[src/rtl/node_snap_table_macros.svh]
// ----------------------------------------------------------------------------
// node snap table assertion macros
// concurrent checks on clk with the asynchronous reset as disable
// ----------------------------------------------------------------------------
`ifndef NODE_SNAP_TABLE_MACROS_SVH
`define NODE_SNAP_TABLE_MACROS_SVH
`ifndef SYNTHESIS
// property must hold at every clock edge outside reset
`define NST_ASSERT(lbl, prop, msg) \
	lbl: assert property (@(posedge clk) disable iff (!arst_n) prop) else $error(msg);
// condition must never be true outside reset
`define NST_NEVER(lbl, cond, msg) \
	lbl: assert property (@(posedge clk) disable iff (!arst_n) !(cond)) else $error(msg);
`else
`define NST_ASSERT(lbl, prop, msg)
`define NST_NEVER(lbl, cond, msg)
`endif
`endif

[src/rtl/nst_dist.sv]
// ----------------------------------------------------------------------------
// node snap table distance unit
// three stage squared euclidean distance, one node per cycle
// ----------------------------------------------------------------------------
module nst_dist #(
	parameter int COORD_BITS = 24,
	parameter int IDX_W      = 10
) (
	input  logic                    clk,
	input  logic                    arst_n,
	input  logic                    in_vld,
	input  logic [IDX_W-1:0]        in_idx,
	input  logic [3*COORD_BITS-1:0] node_pos,   // x, y, z from the lowest bit up
	input  logic [3*COORD_BITS-1:0] query_pos,  // x, y, z from the lowest bit up
	output logic                    out_vld,
	output logic [IDX_W-1:0]        out_idx,
	output logic [2*COORD_BITS+1:0] out_dist,
	output logic                    busy
);

	localparam int CB     = COORD_BITS;
	localparam int SQ_W   = 2 * CB;
	localparam int DIST_W = 2 * CB + 2;

	logic              vld_s1, vld_s2, vld_s3;
	logic [IDX_W-1:0]  idx_s1, idx_s2, idx_s3;
	logic [CB-1:0]     mag_d [3];
	logic [CB-1:0]     mag_s1 [3];
	logic [SQ_W-1:0]   sq_s2 [3];
	logic [DIST_W-1:0] dist_s3;

	// absolute coordinate differences
	always_comb begin
		logic signed [CB:0] diff;
		logic [CB:0]        mag_full;
		for (int a = 0; a < 3; a++) begin
			diff = $signed({node_pos[a*CB+CB-1], node_pos[a*CB +: CB]})
				- $signed({query_pos[a*CB+CB-1], query_pos[a*CB +: CB]});
			mag_full = diff[CB] ? (~diff + 1'b1) : diff;
			mag_d[a] = mag_full[CB-1:0];
		end
	end

	always_ff @(posedge clk or negedge arst_n) begin
		if (!arst_n) begin
			vld_s1 <= 1'b0;
			vld_s2 <= 1'b0;
			vld_s3 <= 1'b0;
		end else begin
			vld_s1 <= in_vld;
			vld_s2 <= vld_s1;
			vld_s3 <= vld_s2;
		end
	end

	always_ff @(posedge clk) begin
		idx_s1 <= in_idx;
		idx_s2 <= idx_s1;
		idx_s3 <= idx_s2;
		for (int a = 0; a < 3; a++) begin
			mag_s1[a] <= mag_d[a];
			sq_s2[a]  <= SQ_W'(mag_s1[a]) * SQ_W'(mag_s1[a]);
		end
		dist_s3 <= DIST_W'(sq_s2[0]) + DIST_W'(sq_s2[1]) + DIST_W'(sq_s2[2]);
	end

	assign out_vld  = vld_s3;
	assign out_idx  = idx_s3;
	assign out_dist = dist_s3;
	assign busy     = vld_s1 | vld_s2 | vld_s3;

endmodule

[config.mk]
export PLATFORM = sky130hd
export DESIGN_NAME = nst_dist
export DESIGN_NICKNAME = d
export VERILOG_FILES = /design/src/rtl/node_snap_table_macros.svh /design/src/rtl/nst_dist.sv
export SDC_FILE = /design/constraint.sdc
export NUM_CORES = 2
export LEC_CHECK = 0
export BUFFER_PORTS_ARGS = -buffer_cell sky130_fd_sc_hd__buf_4
export CAP_MARGIN = 25
export CORE_MARGIN = 4
export CORE_UTILIZATION = 50
export CTS_BUF_LIST = sky130_fd_sc_hd__clkbuf_16
export CTS_CLUSTER_SIZE = 24
export DETAILED_ROUTE_END_ITERATION = 16
export PLACE_DENSITY = 0.69
export SKIP_LAST_GASP = 1
export SLEW_MARGIN = 20
export SYNTH_ARGS = -nofsm -noshare
export SYNTH_HDL_FRONTEND = slang
export SYNTH_SLANG_ARGS = --single-unit
[constraint.sdc]
create_clock -name clk -period 7.25 [get_ports clk]
set_input_delay 0 -clock clk [delete_from_list [all_inputs] [get_ports clk]]
set_output_delay 0 -clock clk [all_outputs]
set_load 0.05 [all_outputs]
== Word level (Yosys, flattened, before mapping) ==
Memory sizes are Yosys's and may differ from the RTL's.
Cells that the tools add are included.

* Bits in writable memories: 216
* Logic and storage cells: 28
* Flip-flop bits (word level): 83
* Memories kept: 2

{| class="wikitable"
|+ Memories
! memory !! words !! width !! rd ports !! clocked after memory_dff !! write ports !! line !! source
|-
| sq_s2 || 3 || 48 || 3 || 0 || 3 || nst_dist.sv:29 || <nowiki>logic [SQ_W-1:0] sq_s2 [3];</nowiki>
|-
| mag_s1 || 3 || 24 || 3 || 0 || 3 || nst_dist.sv:28 || <nowiki>logic [CB-1:0] mag_s1 [3];</nowiki>
|}

* Bitwise operators: 5
* Muxes and demuxes: 3
* $mul: 3
* Add/sub/neg operators: 8

{| class="wikitable"
|+ Operator list
! operator !! number
|-
| $mul 24x24->48 || 3
|-
| $sub 24x24->25 || 3
|-
| $add 24x1->24 const B || 3
|-
| $mux 24 || 3
|-
| $not 24->24 || 3
|-
| $add 50x48->50 || 1
|-
| $add 48x48->49 || 1
|-
| $or 1x1->1 || 2
|}

== Longest topological paths before layout ==
* Depth in word-level cells: 4
* Depth in mapped cells: 31

== Least setup slack after synthesis ==
No wires, ideal clock.

* Path type: reg2reg
* Start point: mem mag_s1[0][66] (netlist name)
* End point: mem sq_s2[0][141] (netlist name)
* Period minus slack after synthesis: 7.147 ns
* Data required time: 7.178 ns
* Arrival time: 7.075 ns
* Setup time: 0.072 ns
* Path slack: 0.103 ns
* Cell stages (with the launch flop): 27
* Path through: dfxtp_1 > clkbuf_1 > clkbuf_1 > nand2_1 > fa_1 > fa_1 > fa_1 > inv_1 > fa_1 > inv_1 > fa_1 > fa_1 > fa_1 > inv_1 > ha_1 > clkbuf_1 > a21o_1 > a21o_1 > a21oi_1 > o21ai_0 > nor2b_1 > or3_1 > a31o_2 > o41a_1 > a21o_1 > a21oi_1 > xnor2_1

{| class="wikitable"
|+ RTL lines
! element !! line
|-
| start: declaration || nst_dist.sv:28
|-
| end: declaration || nst_dist.sv:29
|}

==> impl_metrics.tcl <==
set metrics [dict create \
    status "finished clean" \
    worstSetupPathType "reg2reg" \
    critPathTopFamily "adder cells" \
    final_layout_size_suffix_gt1_share_pct 10.2 \
    die_w_um 366 \
    place_hpwl_um 133000 \
    die_h_um 366 \
    syn_inst 7080 \
    io_buffers 218 \
    num_rows 131 \
    cts.sinks 296 \
    grt_pass1_vias 50800 \
    max_freq_mhz 142 \
    io_pins 219 \
    dp_cells 9074 \
    skew_ps 32.2 \
    worstRegToRegCells 28 \
    yosysSeqAreaShare_pct 9.26 \
    synth.cell_area_sq_um 64100 \
    coreArea_sq_um 128000 \
    cts_tree "done" \
    hold_path_class "in2reg" \
    start_util_pct 50.3 \
    gp_congestion 0.922 \
    root_buffer "clkbuf_16" \
    final_hold_viol_count 0 \
    finalCritPeriodShare_pct 97.3 \
    critPathBufInv 8 \
    path_clk_slew_ps 60 \
    rsz0062_at_grt "yes" \
    hold_depth 5 \
    drt_iter0_drc 2590 \
    dieArea_sq_um 134000 \
    cp_max_fo 5 \
    htreeDepth 2 \
    syn_area_per_cell_sq_um 9.06 \
    synth_edf_count 0 \
    vias 47500 \
    grt_max_degree 26 \
    slowest_stage "fa_1" \
    drc 0 \
    setup-violations-final 0 \
    worstMarginPinSlew_ps 774 \
    areaGrowthSynthToFinish_pct 12.5 \
    final_max_slew_viol_count 0 \
    cap_violations 0 \
    path_common_cell "fa_1" \
    final_cells 9218 \
    slew_headroom_pct 47.7 \
    clkLatencyLatePin_ps 620 \
    crit_path_start_kind "register" \
    antenna_left 0 \
    antenna_found_initial 5 \
    ys_types 80 \
    firstDrtPassIters 6 \
    ys.flop_type "dfxtp_1" \
    yosysWarnings 0 \
    nets 9652 \
    totalWireLength_um 156000 \
    cp_num_cells 28 \
    num-fill-cells 11300 \
    synth_nets 9205 \
    end_kind "register" \
    cts_max_path_buffers 3 \
    utilization_pct 56.6 \
    grt_pass1_wl_um 257000 \
    grt_usage_pct 23.5 \
    numCtsBuffers 38 \
    min_period_ps 7050 \
    ys_ff_latch 296 \
    fin_setup_tns_ps 0 \
    routedWlPerCell_um 16.9 \
    overflow 0 \
    vias_per_cell 5.16 \
    crit_arrival_ps 7580 \
    max_stage_delay_ps 540 \
    async_flop_share_pct 1.01 \
    critical_path_required_ps 7780 \
]
## per-layer routing
layer	share of wire, %	track usage [%]
met5	0.0083	0
met4	3.1	6.62
met3	6.8	4.25
met2	48	39.2
met1	43	31.6
## cells in the mapped netlist, types with 9 or more instances
master / n / area share (%)
o221ai_1: 10 / 0.14
clkbuf_1: 187 / 1.1
a21oi_1: 281 / 2.2
a211o_1: 10 / 0.14
nand2b_1: 41 / 0.40
a21o_1: 163 / 1.9
a221oi_1: 13 / 0.18
nor2_1: 218 / 1.3
nand4_1: 37 / 0.36
dfxtp_1: 293 / 9.1
o211ai_1: 12 / 0.14
nor2b_1: 51 / 0.50
inv_1: 1898 / 11
and3_1: 28 / 0.27
or2_2: 14 / 0.14
o21ai_0: 142 / 1.1
o31ai_1: 26 / 0.30
a21boi_0: 9 / 0.11
xnor2_1: 253 / 3.5
ha_1: 697 / 14
fa_1: 1271 / 40
a31oi_1: 38 / 0.37
nand3_1: 48 / 0.37
and2_1: 343 / 3.3
nor3_1: 45 / 0.35
o21bai_1: 24 / 0.28
a211oi_1: 19 / 0.22
nand2_1: 583 / 3.4
o21a_1: 47 / 0.55
or3_1: 17 / 0.17
xor2_1: 103 / 1.4
## per-stage QoR
stage | instance area, sq um | setup WS, ps | hold slack (ps)
after floorplan | 64100 | 103 | -296
after global placement | 69500 | -154 | -212
after detailed placement | 69500 | -233 | -210
after CTS | 71400 | -24.9 | 0.0293
after global routing | 72200 | -80.2 | 15.4
final | 72200 | 197 | 35.8
## flip-flops by register name, indices dropped and copies added (netlist names)
| register | count |
|---|---|
| mag_s1 | 72 |
| vld_s2 | 1 |
| out_idx | 10 |
| sq_s2 | 141 |
| out_vld | 1 |
| vld_s1 | 1 |
| out_dist | 50 |
| idx_s2 | 10 |
| idx_s1 | 10 |
## layout by cell type, fill, tap and decap left out, types with 45 or more instances in the layout
cell	instances
a21o_1	163
a21oi_1	271
and2_1	340
buf_4	502
dfxtp_1	239
dlygate4sd3_1	56
fa_1	1264
ha_1	691
inv_1	1898
nand2_1	579
nand3_1	47
nor2_1	209
nor2b_1	51
nor3_1	45
o21a_1	47
o21ai_0	131
xnor2_1	253
xor2_1	103
## cells by family (layout without fill, tap and decap cells)
family	Yosys count	count (layout)	share of synthesized area, %
buf+inv	2094	2566	12.3
fa+ha+maj	1968	1968	53.3
simple gates	1473	1473	11.2
compound gates	882	882	8.88
xor+xnor	356	356	4.86
flops	296	296	9.26
mux	11	11	0.179
other cells	0	4	0
## repair_timing
item                       CTS  global route
gates resized for setup     21           171
setup buffers                0            14
cloned                       0             3
pin swaps                    1            24
setup endpoints to repair   21            42
hold endpoints to repair    42             0
hold buffers                56             0
## cell type report
type | instances | area, sq um | share of cell area, %
flip-flops and latches | 296 | 6050 | 8.39
clock buffers | 39 | 976 | 1.35
well taps | 1662 | 2080 | 2.88
diodes | 4 | 10.0 | 0.0139
inverters | 1898 | 7130 | 9.88
clock inverters | 26 | 310 | 0.430
multi-input cells | 4690 | 50600 | 70.2
repair buffers | 603 | 4980 | 6.90
## path summary, 6_finish.rpt
path,startpoint,slack [ps],endpoint
worst max-delay path,mag_s1[0][62],200,sq_s2[0][141]
worst min-delay path,query_pos[45],40,mag_s1[0][45]
worst max register to register,mag_s1[0][62],200,sq_s2[0][141]
worst min register to register,idx_s2[3],320,out_idx[3]
max in group asynchronous,arst_n,6830,vld_s2
min in group asynchronous,arst_n,270,out_vld
## worst register-to-register path, delay by kind of cell (launching register included)
| kind | cells | cell delay, ps |
|---|---|---|
| fa+ha+maj | 8 | 3660 |
| compound gates | 7 | 1410 |
| buf+inv | 8 | 610 |
| flops | 1 | 370 |
| xor+xnor | 1 | 120 |
| simple gates | 4 | 800 |
Power is left out: the tool's default activity adds up to more than one toggle a clock period on the data nets, which glitch-free logic cannot reach.
